<file path="config.mk">
export PLATFORM = sky130hd
export DESIGN_NAME = lda_hstep
export DESIGN_NICKNAME = d
export VERILOG_FILES = /design/src/hw/rtl/log_domain_add_approx_top_assert.svh /design/src/hw/rtl/lda_pkg.sv /design/src/hw/rtl/lda_hstep.sv
export SDC_FILE = /design/constraint.sdc
export NUM_CORES = 2
export LEC_CHECK = 0
export BUFFER_PORTS_ARGS = -buffer_cell sky130_fd_sc_hd__buf_4
export CAP_MARGIN = 20
export CORE_UTILIZATION = 24
export DETAILED_ROUTE_END_ITERATION = 6
export GPL_TIMING_DRIVEN = 0
export PLACE_DENSITY = 0.35
export SETUP_SLACK_MARGIN = 0.3
export SYNTH_ARGS = -nofsm -noshare
export SYNTH_HDL_FRONTEND = slang
export SYNTH_SLANG_ARGS = --single-unit
</file>
<file path="constraint.sdc">
create_clock -name clk -period 9.6 [get_ports clk]
set_clock_uncertainty 0.05 [all_clocks]
set_input_delay 1.44 -clock clk [delete_from_list [all_inputs] [get_ports clk]]
set_output_delay 1.44 -clock clk [all_outputs]
set_load 0.1 [all_outputs]
</file>
<file path="src/hw/rtl/log_domain_add_approx_top_assert.svh">
// Assertion macros shared by the log-add datapath.
// LDA_ASSERT_CLK checks a property on the clock and is off while reset is low.
// LDA_ASSERT_RST checks a property on the clock at every edge, reset included.
`ifndef LOG_DOMAIN_ADD_APPROX_TOP_ASSERT_SVH
`define LOG_DOMAIN_ADD_APPROX_TOP_ASSERT_SVH

`ifndef SYNTHESIS
`define LDA_ASSERT_CLK(lbl, clk, rst_n, prop, msg) \
  lbl: assert property (@(posedge clk) disable iff (!rst_n) prop) else $error(msg);
`define LDA_ASSERT_RST(lbl, clk, prop, msg) \
  lbl: assert property (@(posedge clk) prop) else $error(msg);
`else
`define LDA_ASSERT_CLK(lbl, clk, rst_n, prop, msg)
`define LDA_ASSERT_RST(lbl, clk, prop, msg)
`endif

`endif

</file>
<file path="src/hw/rtl/lda_pkg.sv">
`default_nettype none

package lda_pkg;

  // Polynomial arithmetic runs in signed Q.28.
  localparam int POLY_FRAC = 28;
  localparam int COEF_W    = 32;
  localparam int DQ_W      = 32;
  localparam int PROD_W    = 64;

  // Segment of the difference: d <= 1.0, <= 2.5, <= 4.5, above.
  typedef enum logic [1:0] {
    SEG_LOW  = 2'd0,
    SEG_MID  = 2'd1,
    SEG_HIGH = 2'd2,
    SEG_TAIL = 2'd3
  } seg_t;

  // Side information that travels with each word down the pipeline.
  typedef struct packed {
    logic bypass;
    seg_t seg;
  } lda_ctl_t;

  // Q.28 coefficients per segment, ordered c3, c2, c1, c0.
  localparam logic signed [COEF_W-1:0] SEG_COEF [4][4] = '{
    '{ -32'sd2510095, 32'sd35073650, 32'sd133895555, 32'sd186080295 },
    '{ -32'sd3900990, 32'sd37565482, 32'sd133046148, 32'sd185795069 },
    '{ -32'sd1236154, 32'sd17026168, 32'sd186819399, 32'sd138049009 },
    '{  -32'sd123121,  32'sd2602736, 32'sd249842185,  32'sd45107133 }
  };

  // Coefficient lookup: idx 0 is the cubic term, 3 the constant term.
  function automatic logic signed [COEF_W-1:0] seg_coef(seg_t seg, logic [1:0] idx);
    logic [1:0] s;
    s = seg;
    return SEG_COEF[s][idx];
  endfunction

endpackage

`default_nettype wire

</file>
<file path="src/hw/rtl/lda_hstep.sv">
`default_nettype none

// One Horner step: a multiply stage, then a round-and-add stage that adds
// the next coefficient of the word's segment.
module lda_hstep #(
  parameter int VALUE_WIDTH = 32,
  parameter int STEP        = 1
) (
  input  wire logic                            clk,
  input  wire logic                            rst_n,
  input  wire logic [1:0]                      ld_i,
  input  wire logic                            v_i,
  input  wire logic signed [lda_pkg::COEF_W-1:0] acc_i,
  input  wire logic signed [lda_pkg::DQ_W-1:0] dq_i,
  input  wire logic [VALUE_WIDTH-1:0]          base_i,
  input  wire lda_pkg::lda_ctl_t               ctl_i,
  output logic [1:0]                           v_o,
  output logic signed [lda_pkg::COEF_W-1:0]    acc_o,
  output logic signed [lda_pkg::DQ_W-1:0]      dq_o,
  output logic [VALUE_WIDTH-1:0]               base_o,
  output lda_pkg::lda_ctl_t                    ctl_o
);

  localparam logic signed [lda_pkg::PROD_W-1:0] ROUND_HALF =
    lda_pkg::PROD_W'(1) <<< (lda_pkg::POLY_FRAC - 1);
  localparam logic [1:0] COEF_IDX = 2'(STEP);

  logic [1:0] v_r;

  logic signed [lda_pkg::PROD_W-1:0] prod_r, prod_nxt, biased;
  logic signed [lda_pkg::DQ_W-1:0]   dq_a_r, dq_b_r;
  logic [VALUE_WIDTH-1:0]            base_a_r, base_b_r;
  lda_pkg::lda_ctl_t                 ctl_a_r, ctl_b_r;
  logic signed [lda_pkg::COEF_W-1:0] acc_r, acc_nxt;

  // Multiply, and round the Q.56 product half up back to Q.28.
  always_comb begin
    prod_nxt = acc_i * dq_i;
    biased   = prod_r + ROUND_HALF;
    acc_nxt  = $signed(biased[lda_pkg::POLY_FRAC +: lda_pkg::COEF_W]) +
               lda_pkg::seg_coef(ctl_a_r.seg, COEF_IDX);
  end

  // Valid bits.
  always_ff @(posedge clk) begin
    if (!rst_n) begin
      v_r <= '0;
    end else begin
      if (ld_i[0]) v_r[0] <= v_i;
      if (ld_i[1]) v_r[1] <= v_r[0];
    end
  end

  // Payload registers.
  always_ff @(posedge clk) begin
    if (ld_i[0] && v_i) begin
      prod_r   <= prod_nxt;
      dq_a_r   <= dq_i;
      base_a_r <= base_i;
      ctl_a_r  <= ctl_i;
    end
    if (ld_i[1] && v_r[0]) begin
      acc_r    <= acc_nxt;
      dq_b_r   <= dq_a_r;
      base_b_r <= base_a_r;
      ctl_b_r  <= ctl_a_r;
    end
  end

  assign v_o    = v_r;
  assign acc_o  = acc_r;
  assign dq_o   = dq_b_r;
  assign base_o = base_b_r;
  assign ctl_o  = ctl_b_r;

endmodule

`default_nettype wire

</file>
* Yosys cells after proc, flatten, opt, wreduce, memory -nomap -nowiden
Cells that the tools add are included.
** Storage, ports and cells
- Register bits after elaboration :: 228
- Input port bits :: 104
- Output and inout port bits :: 101
- Word-level logic and storage cells :: 22
** Operators by class
- Add/sub/neg operators :: 2
- $mul :: 1
- $lt $le $gt $ge :: 1
- Muxes and demuxes :: 3
- Bitwise logic cells :: 1
- Reductions and logical operators :: 2
** Operators by type and width (number)
- $bmux W128 S2 :: 1
- $mux W96 :: 2
- $add A60 B29 Y60 const B :: 1
- $mul A32 B32 Y60 :: 1
- $add A32 B32 Y32 :: 1
- $ge A3 B3 Y1 const B :: 1
- $not A2 Y3 :: 1
- $logic_and A1 B1 Y1 :: 2

* Logic depth before layout (Yosys ltp)
- Depth after elaboration :: 5
- Gate-level depth with buffers :: 27
- Mapped depth without buffers :: 26

* Worst setup path before layout
OpenSTA, ideal clock, no wires.
- Path kind :: input to register
- Start point :: input acc_i[31] in the netlist's numbering
- End point :: register prod_r[57] in the netlist's numbering (data pin)
- Library setup time :: 0.272 ns
- Data arrival time :: 8.734 ns
- Path slack :: 0.544 ns
- Stages on the path :: 25
- Cell sequence :: clkbuf_1 -> clkbuf_1 -> nand2_1 -> inv_1 -> fa_1 -> fa_1 -> fa_1 -> inv_1 -> fa_1 -> inv_1 -> fa_1 -> fa_1 -> inv_1 -> fa_1 -> inv_1 -> fa_1 -> ha_1 -> a21o_1 -> a21o_1 -> a21o_1 -> a21o_1 -> a221oi_1 -> nand2_1 -> a41oi_1 -> o2111ai_1
** Between the ends
- Cells in the longest elaborated chain, start to end :: 1
** RTL lines
- from (decl) :: RTL line lda_hstep.sv:13 : input wire logic signed [lda_pkg::COEF_W-1:0] acc_i,
- $mul A32 B32 Y60 :: RTL line lda_hstep.sv:38 : prod_nxt = acc_i * dq_i;
- net prod_nxt, one bit :: RTL line lda_hstep.sv:30 : logic signed [lda_pkg::PROD_W-1:0] prod_r, prod_nxt, biased;
- to (signal assigned) :: RTL line lda_hstep.sv:57 : prod_r <= prod_nxt;
- to (decl) :: RTL line lda_hstep.sv:30
The timed path passes the listed nets, and every way through them passes these cells.
A chain may end at the register's enable or synchronous reset.

* Worst setup path after layout
- Start point :: input dq_i[4] in the netlist's numbering
- End point :: register prod_r[46] in the netlist's numbering (data pin)
** Between the ends
- Cells in the longest elaborated chain, start to end :: 1
** RTL lines
- from (decl) :: RTL line lda_hstep.sv:14 : input wire logic signed [lda_pkg::DQ_W-1:0] dq_i,
- $mul A32 B32 Y60 :: RTL line lda_hstep.sv:38
- net prod_nxt, one bit :: RTL line lda_hstep.sv:30
The timed path passes the listed nets, and every way through them passes these cells.

==> reports/metrics.csv <==
stage;metric;value;unit
die;rows;153;
yosys;ys_top_cells_by_area;fa_1 49%, edfxtp_1 14%, inv_1 8.1%, and2_1 7.3%, ha_1 5.9%;
global_route;grt_max_degree;55;
yosys;synth_top_area_cell;fa_1;
timing;fin_ws;0.463;ns
die;ios;205;
worst_setup_path;r2r_slack;5.11;ns
placement;dp_slack;-2.13;ns
yosys;yosysSeqAreaShare;14.3;%
global_route;grt_usage;19.7;%
timing;fin_crit_sh;95.2;%
timing;timing.final.max_slew_violations;0;
die;die_h;421;um
die;core_area;174000;um^2
worst_setup_path;critPathRequiredTime;9.86;ns
yosys;synth_async_sr_flop_share;0;%
die;start_util;24.2;%
timing;tightest_slew;1.10;ns
global_route;grt_overflow;0;
cts;clk_pin_slew;0.06;ns
timing;max_freq;109;MHz
placement;dp_hpwl;148000;um
cts;cts_buffers;27;
yosys;postSynthCellCount;4114;
global_route;antenna_found_initial;19;
yosys;synth_most_common_cell;fa_1;
worst_setup_path;end_kind;flop;
placement;globalplace.congestion;0.880;
drt;wl_per_cell;25.8;um
yosys;synthesis.area;42200;um^2
yosys;synth_top_area_share;49.2;%
yosys;synth_commonest_cells;1036 x fa_1, 907 x inv_1, 561 x nand2_1;
cts;cts_tree;built;
placement;io_buffers;204;
final_layout;area_growth;14.3;%
timing;rsz0062_at_grt;false;
worst_setup_path;start_kind;input pin;
yosys;syn_area_per_cell;10.3;um^2
timing;setup_viol;0;
cts;cts.sinks;201;
yosys;synth_cell_types;71;
yosys;synthFlopType;edfxtp_1;
timing;finalHoldViolations;0;
drt;dr.first_iter.drc_count;1842;
die;die_x;421;um
worst_setup_path;crit_fanout;10;
yosys;synth_edf_count;199;
worst_setup_path;path_class;in2reg;
drt;wl;174000;um
drt;drt-vias-per-instance;4.33;
timing;layout_min_cycle_time;9.14;ns
final_layout;layout-drive-gt1-share;10.4;%
drt;vias;29100;
global_route;grt_pass1_wl;248000;um
run_status;status;completed;
cts;cts_buffer_depth;3;
drt;ant_nets;0;
yosys;ys_ff_latch;201;
flow_run;maxCapViolations;0;
die;dieArea;177000;um^2
cts;clk_latency;0.59;ns
yosys;synth_fp_nets;5453;
timing;maxSlewHeadroom;26.5;%
final_layout;nNetsFinal;5717;
hold_path;hp-class;reg2reg;
global_route;grt_pass1_vias;32200;
cts;ctsHoldBuffers;0;
cts;root_buffer;clkbuf_16;
drt;dr.pass1.iters;7;
worst_setup_path;worstPathArrival;9.40;ns
drt;drc;0;
cts;h-tree-depth;1;
yosys;yosys_warnings;0;
[metrics by stage]
step | TNS, ns | hold WS [ns] | std cells | instance area, um^2 | utilization (%)
after global routing | 0 | 0.374 | 6724 | 48200 | 27.7
after detailed placement | -29.82 | 0.355 | 6665 | 47000 | 27.0
after global placement | -35.92 | 0.350 | 6643 | 46600 | 26.8
after floorplan | 0 | 0.350 | 4114 | 42200 | -
final | 0 | 0.364 | 6734 | 48200 | 27.7
after CTS | 0 | 0.363 | 6719 | 48000 | 27.6
[worst paths after layout]
check,start,to,depth (start not counted)
setup / recovery,dq_i[4],prod_r[46]$_DFFE_PP_,21
hold / removal,dq_a_r[30]$_DFFE_PP_,dq_o[30]$_DFFE_PP_,0
setup reg to reg,prod_r[28]$_DFFE_PP_,acc_o[28]$_DFFE_PP_,15
hold reg to reg,dq_a_r[30]$_DFFE_PP_,dq_o[30]$_DFFE_PP_,0
[state kept, by name (all words and copies together), names as in the netlist]
name and count:
dq_o 32, ctl_o 3, acc_o 32, prod_r 33, dq_a_r 32, v_o 2
base_o 32, ctl_a_r 3, base_a_r 32
[logic make-up after synthesis]
| logic type | count (synthesis) | share of synthesized area [%] |
|---|---|---|
| AOI/OAI and AO/OA | 205 | 3.26 |
| adders and majority gates | 1235 | 55.1 |
| muxes | 4 | 0.101 |
| and+or+nand+nor | 1247 | 15.1 |
| xor gates and xnor gates | 113 | 2.36 |
| buffers and inverters | 1109 | 9.89 |
| DFF | 201 | 14.3 |
[what timing repair did]
item	in CTS	in global routing
gates cloned	0	0
pin swaps	1	2
endpoints found under the setup margin	23	19
setup buffers	5	5
gates resized for setup	72	195
[worst max-delay path, stage by stage]
cell,delay [ns]
buf_4,0.23
clkbuf_2,0.42
nand2_1,0.12
fa_1,0.55
fa_1,0.73
fa_1,0.49
fa_1,0.54
inv_1,0.05
fa_1,0.53
fa_1,0.58
fa_1,0.43
fa_1,0.46
ha_1,0.37
nand4_1,0.31
nor4_2,0.41
a21boi_0,0.42
o2111ai_2,0.39
o2111ai_1,0.32
o211ai_1,0.22
o221ai_1,0.24
xor2_1,0.11
[cells in the final DEF, fill, tap and decap left out, drive strengths merged, types with 6 or more instances in the layout]
master | netlist | routed
nand2 | 561 | 561
xor2 | 28 | 28
inv | 907 | 908
and3 | 12 | 12
nor4 | 6 | 6
nand3 | 25 | 25
ha | 199 | 199
o21ai | 34 | 34
nor2 | 37 | 37
and4 | 7 | 7
and2 | 494 | 494
edfxtp | 199 | 199
diode | 0 | 10
buf | 3 | 244
o21bai | 6 | 6
clkbuf | 199 | 223
nand2b | 13 | 13
xnor2 | 85 | 85
nor2b | 28 | 28
fa | 1036 | 1036
o21a | 9 | 9
nand4 | 23 | 23
a31oi | 12 | 12
or2 | 6 | 6
clkinv | 0 | 12
a21o | 38 | 38
a21oi | 60 | 60
nor3 | 21 | 21
[layout make-up]
class,count,area (um^2)
sequential,201,6020
clock buffer,31,691
tap,2325,2910
antenna,10,25.0
timing repair buffer,236,2000
inverter,907,3420
buffer,201,953
multi-input combinational,2804,32000
clock inverter,19,176
fill,18700,126000
[per-layer routing]
metal,vias up,global-route usage [%],part of all wire [%]
li1,12700,-,-
met1,15600,28.0,46
met2,728,32.8,47
met3,95,2.08,4.7
met4,0,3.19,2.0
met5,-,0,0
Power is left out: the tool's default activity adds up to more than one toggle a clock period on the data nets, which glitch-free logic cannot reach.
