**config.mk**
```make
export PLATFORM = sky130hd
export DESIGN_NAME = lda_back
export DESIGN_NICKNAME = d
export VERILOG_FILES = /design/src/hw/rtl/lda_pkg.sv /design/src/hw/rtl/lda_back.sv
export VERILOG_INCLUDE_DIRS = /design/src /design/src/hw/rtl
export SDC_FILE = /design/constraint.sdc
export NUM_CORES = 1
export LEC_CHECK = 0
export BUFFER_PORTS_ARGS = -buffer_cell sky130_fd_sc_hd__buf_4
export CELL_PAD_IN_SITES_DETAIL_PLACEMENT = 0
export CELL_PAD_IN_SITES_GLOBAL_PLACEMENT = 1
export CORE_UTILIZATION = 35
export DETAILED_ROUTE_END_ITERATION = 8
export PLACE_DENSITY_LB_ADDON = 0.1
export SYNTH_ARGS = -nofsm -noshare
export SYNTH_HDL_FRONTEND = slang
export SYNTH_SLANG_ARGS = --single-unit
```
**constraint.sdc**
```tcl
create_clock -name clk -period 2.85 [get_ports clk]
set_input_delay 0 -clock clk [delete_from_list [all_inputs] [get_ports clk]]
set_output_delay 0 -clock clk [all_outputs]
set_load 0.01 [all_outputs]
```
**src/hw/rtl/log_domain_add_approx_top_assert.svh**
```systemverilog
// Assertion macros shared by the log-add datapath.
// LDA_ASSERT_CLK checks a property on the clock and is off while reset is low.
// LDA_ASSERT_RST checks a property on the clock at every edge, reset included.
`ifndef LOG_DOMAIN_ADD_APPROX_TOP_ASSERT_SVH
`define LOG_DOMAIN_ADD_APPROX_TOP_ASSERT_SVH

`ifndef SYNTHESIS
`define LDA_ASSERT_CLK(lbl, clk, rst_n, prop, msg) \
  lbl: assert property (@(posedge clk) disable iff (!rst_n) prop) else $error(msg);
`define LDA_ASSERT_RST(lbl, clk, prop, msg) \
  lbl: assert property (@(posedge clk) prop) else $error(msg);
`else
`define LDA_ASSERT_CLK(lbl, clk, rst_n, prop, msg)
`define LDA_ASSERT_RST(lbl, clk, prop, msg)
`endif

`endif

```
**src/hw/rtl/lda_pkg.sv**
```systemverilog
`default_nettype none

package lda_pkg;

  // Polynomial arithmetic runs in signed Q.28.
  localparam int POLY_FRAC = 28;
  localparam int COEF_W    = 32;
  localparam int DQ_W      = 32;
  localparam int PROD_W    = 64;

  // Segment of the difference: d <= 1.0, <= 2.5, <= 4.5, above.
  typedef enum logic [1:0] {
    SEG_LOW  = 2'd0,
    SEG_MID  = 2'd1,
    SEG_HIGH = 2'd2,
    SEG_TAIL = 2'd3
  } seg_t;

  // Side information that travels with each word down the pipeline.
  typedef struct packed {
    logic bypass;
    seg_t seg;
  } lda_ctl_t;

  // Q.28 coefficients per segment, ordered c3, c2, c1, c0.
  localparam logic signed [COEF_W-1:0] SEG_COEF [4][4] = '{
    '{ -32'sd2510095, 32'sd35073650, 32'sd133895555, 32'sd186080295 },
    '{ -32'sd3900990, 32'sd37565482, 32'sd133046148, 32'sd185795069 },
    '{ -32'sd1236154, 32'sd17026168, 32'sd186819399, 32'sd138049009 },
    '{  -32'sd123121,  32'sd2602736, 32'sd249842185,  32'sd45107133 }
  };

  // Coefficient lookup: idx 0 is the cubic term, 3 the constant term.
  function automatic logic signed [COEF_W-1:0] seg_coef(seg_t seg, logic [1:0] idx);
    logic [1:0] s;
    s = seg;
    return SEG_COEF[s][idx];
  endfunction

endpackage

`default_nettype wire

```
**src/hw/rtl/lda_back.sv**
```systemverilog
`default_nettype none

`include "log_domain_add_approx_top_assert.svh"

// Back end: clamps the polynomial at zero, converts it to the operand
// format, adds the base and saturates at the top of the range.
module lda_back #(
  parameter int VALUE_WIDTH   = 32,
  parameter int FRACTION_BITS = 16
) (
  input  wire logic                              clk,
  input  wire logic                              rst_n,
  input  wire logic [1:0]                        ld_i,
  input  wire logic                              v_i,
  input  wire logic signed [lda_pkg::COEF_W-1:0] acc_i,
  input  wire logic [VALUE_WIDTH-1:0]            base_i,
  input  wire lda_pkg::lda_ctl_t                 ctl_i,
  output logic [1:0]                             v_o,
  output logic signed [VALUE_WIDTH-1:0]          log_sum_o
);

  localparam int F_W   = lda_pkg::COEF_W + 4;
  localparam int SUM_W = ((VALUE_WIDTH > F_W) ? VALUE_WIDTH : F_W) + 1;
  localparam int RSH   = (FRACTION_BITS < lda_pkg::POLY_FRAC) ?
                         lda_pkg::POLY_FRAC - 1 - FRACTION_BITS : 0;
  localparam logic [F_W-1:0] RND = (FRACTION_BITS < lda_pkg::POLY_FRAC) ?
                                   (F_W'(1) << RSH) : F_W'(0);
  localparam int SHR = (FRACTION_BITS < lda_pkg::POLY_FRAC) ?
                       lda_pkg::POLY_FRAC - FRACTION_BITS : 0;
  localparam int SHL = (FRACTION_BITS > lda_pkg::POLY_FRAC) ?
                       FRACTION_BITS - lda_pkg::POLY_FRAC : 0;
  localparam logic [VALUE_WIDTH-1:0] SIGN = {1'b1, {(VALUE_WIDTH-1){1'b0}}};
  localparam logic [SUM_W-1:0] MASK = {{(SUM_W-VALUE_WIDTH){1'b0}}, {VALUE_WIDTH{1'b1}}};

  logic [1:0]             v_r;
  logic [F_W-1:0]         f_r, f_nxt, acc_u;
  logic [VALUE_WIDTH-1:0] base_r;
  logic                   bypass_r;
  logic [VALUE_WIDTH-1:0] log_sum_r, log_sum_nxt;
  logic [SUM_W-1:0]       sum;

  // Clamp at zero and scale to the operand format, rounding half up.
  always_comb begin
    acc_u = acc_i[lda_pkg::COEF_W-1] ? '0 : F_W'(acc_i[lda_pkg::COEF_W-2:0]);
    f_nxt = ctl_i.bypass ? '0 : (((acc_u + RND) >> SHR) << SHL);
  end

  // Add in the biased domain; saturate above the largest code.
  always_comb begin
    sum = SUM_W'(base_r) + SUM_W'(f_r);
    if (sum > MASK) begin
      log_sum_nxt = {VALUE_WIDTH{1'b1}} ^ SIGN;
    end else begin
      log_sum_nxt = sum[VALUE_WIDTH-1:0] ^ SIGN;
    end
  end

  // Valid bits.
  always_ff @(posedge clk) begin
    if (!rst_n) begin
      v_r <= '0;
    end else begin
      if (ld_i[0]) v_r[0] <= v_i;
      if (ld_i[1]) v_r[1] <= v_r[0];
    end
  end

  // Payload registers.
  always_ff @(posedge clk) begin
    if (ld_i[0] && v_i) begin
      f_r      <= f_nxt;
      base_r   <= base_i;
      bypass_r <= ctl_i.bypass;
    end
    if (ld_i[1] && v_r[0]) begin
      log_sum_r <= log_sum_nxt;
    end
  end

  assign v_o       = v_r;
  assign log_sum_o = $signed(log_sum_r);

  // A bypassed word leaves with its base unchanged.
  `LDA_ASSERT_CLK(a_bypass_keeps_base, clk, rst_n, (ld_i[1] && v_r[0] && bypass_r) |=> (log_sum_r == $past(base_r ^ SIGN)), "bypassed word did not keep its base")

endmodule

`default_nettype wire

```
Word level (Yosys, flattened, before mapping). Index checks and enable logic that the tools add are counted.

Add/sub/neg operators: 2. Order comparisons: 1. Mux-type cells: 1. Bitwise operators: 1. Reduce and logical (&&, ||, !) cells: 2.

Operator list (count): adder 32 x 36 -> 37 bit (1); greater-than comparator 37 x 32 -> 1 bit, second input constant (1); adder 31 x 12 -> 32 bit, second input constant (1); 2-to-1 mux 31 bit (1); logical AND 1 bit (2); inverter 1 bit (1).

Register bits after elaboration: 102. Input bits: 72. Output and inout bits: 34.

Depth between registers and ports, before layout. Gate-level depths: netlist of run 1.

Depth after elaboration: 2. Mapped depth: 10. Mapped depth without buffers: 9.

Worst setup path before layout of run 1. OpenSTA, ideal clock, no wires.

Path kind: reg-to-reg. From: register f_r[0]. To: register log_sum_r[29], in the netlist log_sum_o[29], data pin. Setup time: 254 ps. Arrival time: 2522 ps. Required time: 2596 ps. Setup slack: 74 ps. Cell stages (with the launch flop): 11. Buffers on the path: 1. Clock period less this slack: 2776 ps. Path through: edfxtp_1 ha_1 fa_1 a211oi_2 o21ai_1 a211oi_2 nor3_2 o31ai_4 buf_4 o2111ai_1 o21a_1.

Longest elaborated chain between the ends: 2.

RTL lines: start: declaration (RTL line lda_back.sv:36) `logic [F_W-1:0] f_r, f_nxt, acc_u;`; start signal: assignment (RTL line lda_back.sv:71) `f_r <= f_nxt;`; adder 32 x 36 -> 37 bit (*) (RTL line lda_back.sv:50) `sum = SUM_W'(base_r) + SUM_W'(f_r);`; greater-than comparator 37 x 32 -> 1 bit (RTL line lda_back.sv:51) `if (sum > MASK) begin`; end signal: assignment (RTL line lda_back.sv:76) `log_sum_r <= log_sum_nxt;`; end: declaration (RTL line lda_back.sv:39) `logic [VALUE_WIDTH-1:0] log_sum_r, log_sum_nxt;`.

Mark *: on every way between the ends. The rest lies on a longest branch, timed or not. A chain may end at the register's enable or synchronous reset.

Worst setup path after layout of run 1.
From: register f_r[1]. To: register log_sum_r[23], in the netlist log_sum_o[23], data pin.

Same word-level chain as after synthesis.

==> results.cfg, run 1 <==
[placed_design]
gp_congestion = 0.829
placed_cell_area_mm2 = 0.00575
dp_hpwl_um = 8140
pre_cts_slack_ns = -0.0327
portBuffers = 92

[clocking]
cts_made_buffers = 9
cts-root-buf = clkbuf_16
h-tree-depth = 3
cts.clk_slew.worst_paths_ns = 0.06
clock_sinks = 86
cts.path.max_buffers = 2
clk_latency_ns = 0.34
cts_tree = done

[timing]
max-slew-margin-rel = 0.507
fin_ws_ns = 0.0737
fin_crit_sh = 0.974
hold_ws_ns = 0.0220
period_minus_slack_ns = 2.78
fmax_mhz = 360
finalHoldViolCount = 0
finalSetupViolCount = 0
worstMarginPinSlew_ns = 0.732
rsz0062_at_grt = true
clock_skew_ns = 0.00780
finalMaxSlewViolations = 0

[global_routing]
use_met3 = 0.0357
antenna_found_initial = 0
grt_use_total = 0.164
first_global_vias = 3672
grt_pass1_wl_um = 17900
gr-max-usage-layer = met2
grt.overflow.total = 0
grt_max_degree = 38
grt_util_met2 = 0.251
grt_util_met1 = 0.227

[pwr]
power.total_uw = 3250
p_sw_uw = 845
leakagePower_uw = 0.00242
power_frac_comb = 0.210
switching_share = 0.260
power_frac_seq = 0.469
clockPowerShare = 0.321
power.internal_uw = 2410
p_per_area_mw_per_mm2 = 504
ir_drop_v = 0.000292

[synthesis]
synth.largest_area_cell = edfxtp_1
syn_area_mm2 = 0.00472
yosysSeqAreaShare = 0.542
synth_most_common_cell = edfxtp_1
synthTopCellsByArea = edfxtp_1 (53%), ha_1 (5.6%), nand2_1 (3.4%), xnor2_1 (3.2%), nor2_1 (2.7%)
synthFlopType = edfxtp_1
synth_top_area_share = 0.534
synth_commonest_cells = edfxtp_1 (84), nand2_1 (43), nor2_1 (34), a21oi_1 (25), ha_1 (21)
syn_area_per_cell_um2 = 11.4
ys_types = 55
synthArstFlopShare = 0
synth_nets = 510
yosysWarningCount = 0
postSynthCellCount = 416
synth_edf_count = 84
ys_ff_latch = 86

[worst_setup_path]
crit_arrival_ns = 2.87
required_ns = 2.95
crit_type = reg -> reg
critPathSlowestCell = edfxtp_1
cp_max_fo = 3
worst-path-buf-inv = 0
critical-path-max-stage-delay_ns = 0.43
cp-start-kind = flop
path_cells = ha_1, a211oi_1, or3_4, a41oi_4, o21ai_2, o31a_1, a31oi_2, mux2_2
cp_top_family = compound AO/OA/AOI/OAI gates
end_kind = flop

[cells_and_area]
fin_util = 0.489
multi_input_area_mm2 = 0.00215
finalInstanceArea_mm2 = 0.00645
layout.area.seq_mm2 = 0.00256
layout-area-overhead-vs-synth_pct = 36.4
diodes = 0
drive_above_1_share = 0.265
nNetsFinal = 659
nFillCells = 1213

[floorplan]
num_rows = 42
ios = 106
start_util = 0.358
core_mm2 = 0.0132
die_w_um = 118
fp.dieH_um = 118
dieArea_mm2 = 0.0140

[min_path]
hp-class = in -> reg

[routing]
vias = 3644
viasPerCell = 4.88
antenna_left = 0
drc = 0
routedWlPerCell_um = 14.5
routed_wl_um = 10800
firstDrtPassIters = 4
drt_iter0_markers = 228

[job]
max_cap_viol_count = 0

[status]
status = finished, final reports clean
==> sequential cells by signal, indices dropped and copies added (netlist names) <==
name / flops
base_r: 32
f_r: 20
log_sum_o: 32
v_o: 2
==> final cells by class <==
cell class                 count  area share
sequential                    86       0.398
multi-input combinational    312       0.334
timing repair buffer         148       0.189
clock buffer                  12      0.0367
tap                          176      0.0342
inverter                       8     0.00466
clock inverter                 4     0.00388
==> kinds of logic after synthesis <==
group	share of synthesized area
buffers and inverters	0.0154
DFF	0.542
adders and majority gates	0.0599
and+or+nand+nor	0.166
xor gates and xnor gates	0.0538
muxes	0.0209
AOI/OAI and AO/OA	0.142
==> power groups by stage <==
stage                     Combinational [uW]  Clock (uW)  Sequential (uW)
after global routing                     761        1110             1530
after detailed placement                 629           0             1550
final                                    684        1040             1520
after floorplan                          385           0             1550
after CTS                                672        1070             1520
after global placement                   624           0             1550
==> metrics by stage <==
stage,std cells,setup TNS (ns)
global route,746,-0.0213
detailed placement,693,-0.0562
global placement,693,0
CTS,745,0
finish,746,0
floorplan,416,0
==> worst reg2reg max path: cells and delay by family (launching register included) <==
| kind | cells | cell delay (ns) |
|---|---|---|
| fa+ha+maj | 1 | 0.34 |
| simple gates | 1 | 0.41 |
| mux | 1 | 0.35 |
| flops | 1 | 0.43 |
| compound gates | 5 | 1.01 |
==> routing by layer <==
layer | vias to the layer above | share of wire
met5 | - | 0
met4 | 0 | 0.0092
met3 | 8 | 0.041
met2 | 81 | 0.45
met1 | 1710 | 0.49
li1 | 1845 | -
==> layout by cell type (no fill, tap or decap), types with 4 or more instances in the layout <==
cell type and n:
nor2_1 34, a21o_1 5, a211oi_1 5, o21bai_1 4
nand3_1 20, o21a_1 8, o21ai_0 18, and2_1 5
inv_1 8, xor2_1 12, o21ai_1 7, buf_4 109
or3_1 4, ha_1 18, mux2_1 4, nand2_1 43
a21oi_1 25, xnor2_1 17, dlygate4sd3_1 36, nor2b_1 10
edfxtp_1 84, nand4_1 8, and3_1 5, clkbuf_16 9
nand2b_1 7
==> repair_timing <==
item                                    CTS  global route
gates resized for setup                   1            10
buffers inserted                          0             1
hold buffers                             36             0
endpoints found under the hold margin    36             0
pin swaps                                 1             7
endpoints found under the setup margin    6            21
==> worst paths after layout <==
path         slack [ns]  depth (start not counted)             to       from
max                0.07                          8  log_sum_o[23]     f_r[1]
max reg2reg        0.07                          8  log_sum_o[23]     f_r[1]
min                0.02                          3        f_r[11]  acc_i[23]
min reg2reg        0.60                          2         v_o[1]     v_o[1]
(Power assumes the default switching activity.)
==> run 2, diff against run 1 <==
clock period = 2.45 ns   (was 2.85 ns; I/O delays follow)
==> results.cfg, run 2 (synthesis gave the netlist of run 1 again) <==
[cells_and_area]
final_cell_mix = buf_4 (145), edfxtp_1 (84), nand2_1 (41)
layout_commonest_cell = buf_4
drive_above_1_share = 0.343
nFillCells = 1207
nNetsFinal = 699
fin_util = 0.525
diodes = 0
layout-area-overhead-vs-synth_pct = 46.6

[worst_setup_path]
ff2ff_path_depth = 8
crit_type = reg -> reg
r2r_end = log_sum_o[25]
cp-start-kind = flop
end_kind = flop
crit_arrival_ns = 2.73
cp_max_fo = 4
reg2reg_slack_ns = -0.18
regToRegStartpoint = base_r[5]
required_ns = 2.54

[placed_design]
gp_congestion = 0.849
pre_cts_slack_ns = -0.300
dp_hpwl_um = 8390
portBuffers = 92

[routing]
routedWlPerCell_um = 13.9
wl_met1_um = 5430
antenna_left = 0
drt_iter0_markers = 260
vias = 3764
wl_met3_um = 517
maxUsedRoutingLayer = met4
wl_met2_um = 4850
viasPerCell = 4.79
drc = 1
firstDrtPassIters = 6
routed_wl_um = 11000

[clocking]
cts_tree = done
cts-root-buf = clkbuf_16
cts_made_buffers = 9
clk_latency_ns = 0.34
cts.clk_slew.worst_paths_ns = 0.06
cts.path.max_buffers = 2
clock_sinks = 86
h-tree-depth = 3

[pwr]
clockPowerShare = 0.341
power.internal_uw = 3100
ir_drop_v = 0.000323
p_sw_uw = 1010
power_frac_seq = 0.431
power_frac_comb = 0.227
leakagePower_uw = 0.00269
p_per_area_mw_per_mm2 = 593
switching_share = 0.246

[status]
violations = DRC, setup timing
status = complete, but fails checks

[global_routing]
grt_max_degree = 34
first_global_vias = 3728
antenna_found_initial = 0
grt_use_total = 0.165
grt_pass1_wl_um = 18000
grt.overflow.total = 0

[min_path]
min_from = acc_i[25]
whs_path_depth = 3
hp-class = in -> reg
holdPathEnd = f_r[13]

[floorplan]
core_mm2 = 0.0132
die_w_um = 118
ios = 106
dieArea_mm2 = 0.0140
fp.dieH_um = 118
num_rows = 42
start_util = 0.358

[timing]
finalSetupViolCount = 31
rsz0062_at_grt = true
fin_ws_ns = -0.183
fmax_mhz = 380
worstMarginPinSlew_ns = 0.538
finalMaxSlewViolations = 0
period_minus_slack_ns = 2.63
clock_skew_ns = 0.00658
finalHoldViolCount = 0
fin_crit_sh = 1.07
max-slew-margin-rel = 0.638

[job]
max_cap_viol_count = 0
-- run 2: cell count changes in the layout (fill, tap and decap cells not counted), sizes merged --
cell,delta
buf,+39
clkinvlp,-2
clkbuf,-1
clkinv,+1
dlygate4sd3,+1
bufinv,+2
-- run 2: power by group through the flow --
stage	Clock, uW	Combinational [uW]	Sequential, uW
6_report	1400	935	1770
5_1_grt	1490	1030	1780
4_1_cts	1430	892	1770
3_5_place_dp	0	813	1800
3_3_place_gp	0	806	1800
2_1_floorplan	0	453	1800
-- run 2: final cells by class --
type                            instances  area [um^2]  share of cell area
Clock buffer                           11          233              0.0336
Clock inverter                          5         73.8              0.0107
Inverter                                8         30.0             0.00433
Multi-Input combinational cell        312         2270               0.328
Sequential cell                        86         2560               0.370
Tap cell                              176          220              0.0318
Timing Repair Buffer                  188         1540               0.222
-- run 2: critical path, stage by stage, from the launching register on --
cell and delay [ns]:
edfxtp_1 0.38, ha_1 0.35, nand3_2 0.08, or3_4 0.41
a41oi_4 0.29, o211ai_4 0.14, a211oi_4 0.31, o21ai_1 0.12
mux2_4 0.31
-- run 2: worst max path at each step --
| stage | start | to | cells after the start |
|---|---|---|---|
| floorplan | base_r[0] | log_sum_o[28] | 9 |
| global placement | base_r[0] | log_sum_o[25] | 10 |
| detailed placement | base_r[0] | log_sum_o[27] | 10 |
| CTS | f_r[0] | log_sum_o[22] | 11 |
| global route | base_r[6] | log_sum_o[25] | 8 |
| finish | base_r[5] | log_sum_o[25] | 8 |
-- run 2: per-stage QoR --
stage	setup TNS, ns	hold WS [ns]	area [um^2]	instances	total power (uW)
2_1_floorplan	-1.14	0.0989	4750	416	2250
3_3_place_gp	-5.89	0.179	5990	725	2610
3_5_place_dp	-7.13	0.180	5990	725	2610
4_1_cts	-4.94	0.00725	6770	782	4100
5_1_grt	-5.67	0.0277	6930	786	4310
6_report	-2.09	0.0141	6930	786	4110
-- run 2: metal layers --
metal | global-route usage | vias up
met5 | 0 | -
met4 | 0.0577 | 0
met3 | 0.0420 | 10
met2 | 0.251 | 84
met1 | 0.228 | 1737
li1 | - | 1933
-- run 2: repair_timing --
action / in CTS / in global routing
hold endpoints to repair: 36 / 0
buffers inserted: 4 / 4
gates cloned: 0 / 0
gates resized for setup: 15 / 22
hold buffers: 37 / 0
pin swaps: 11 / 17
endpoints found under the setup margin: 32 / 32
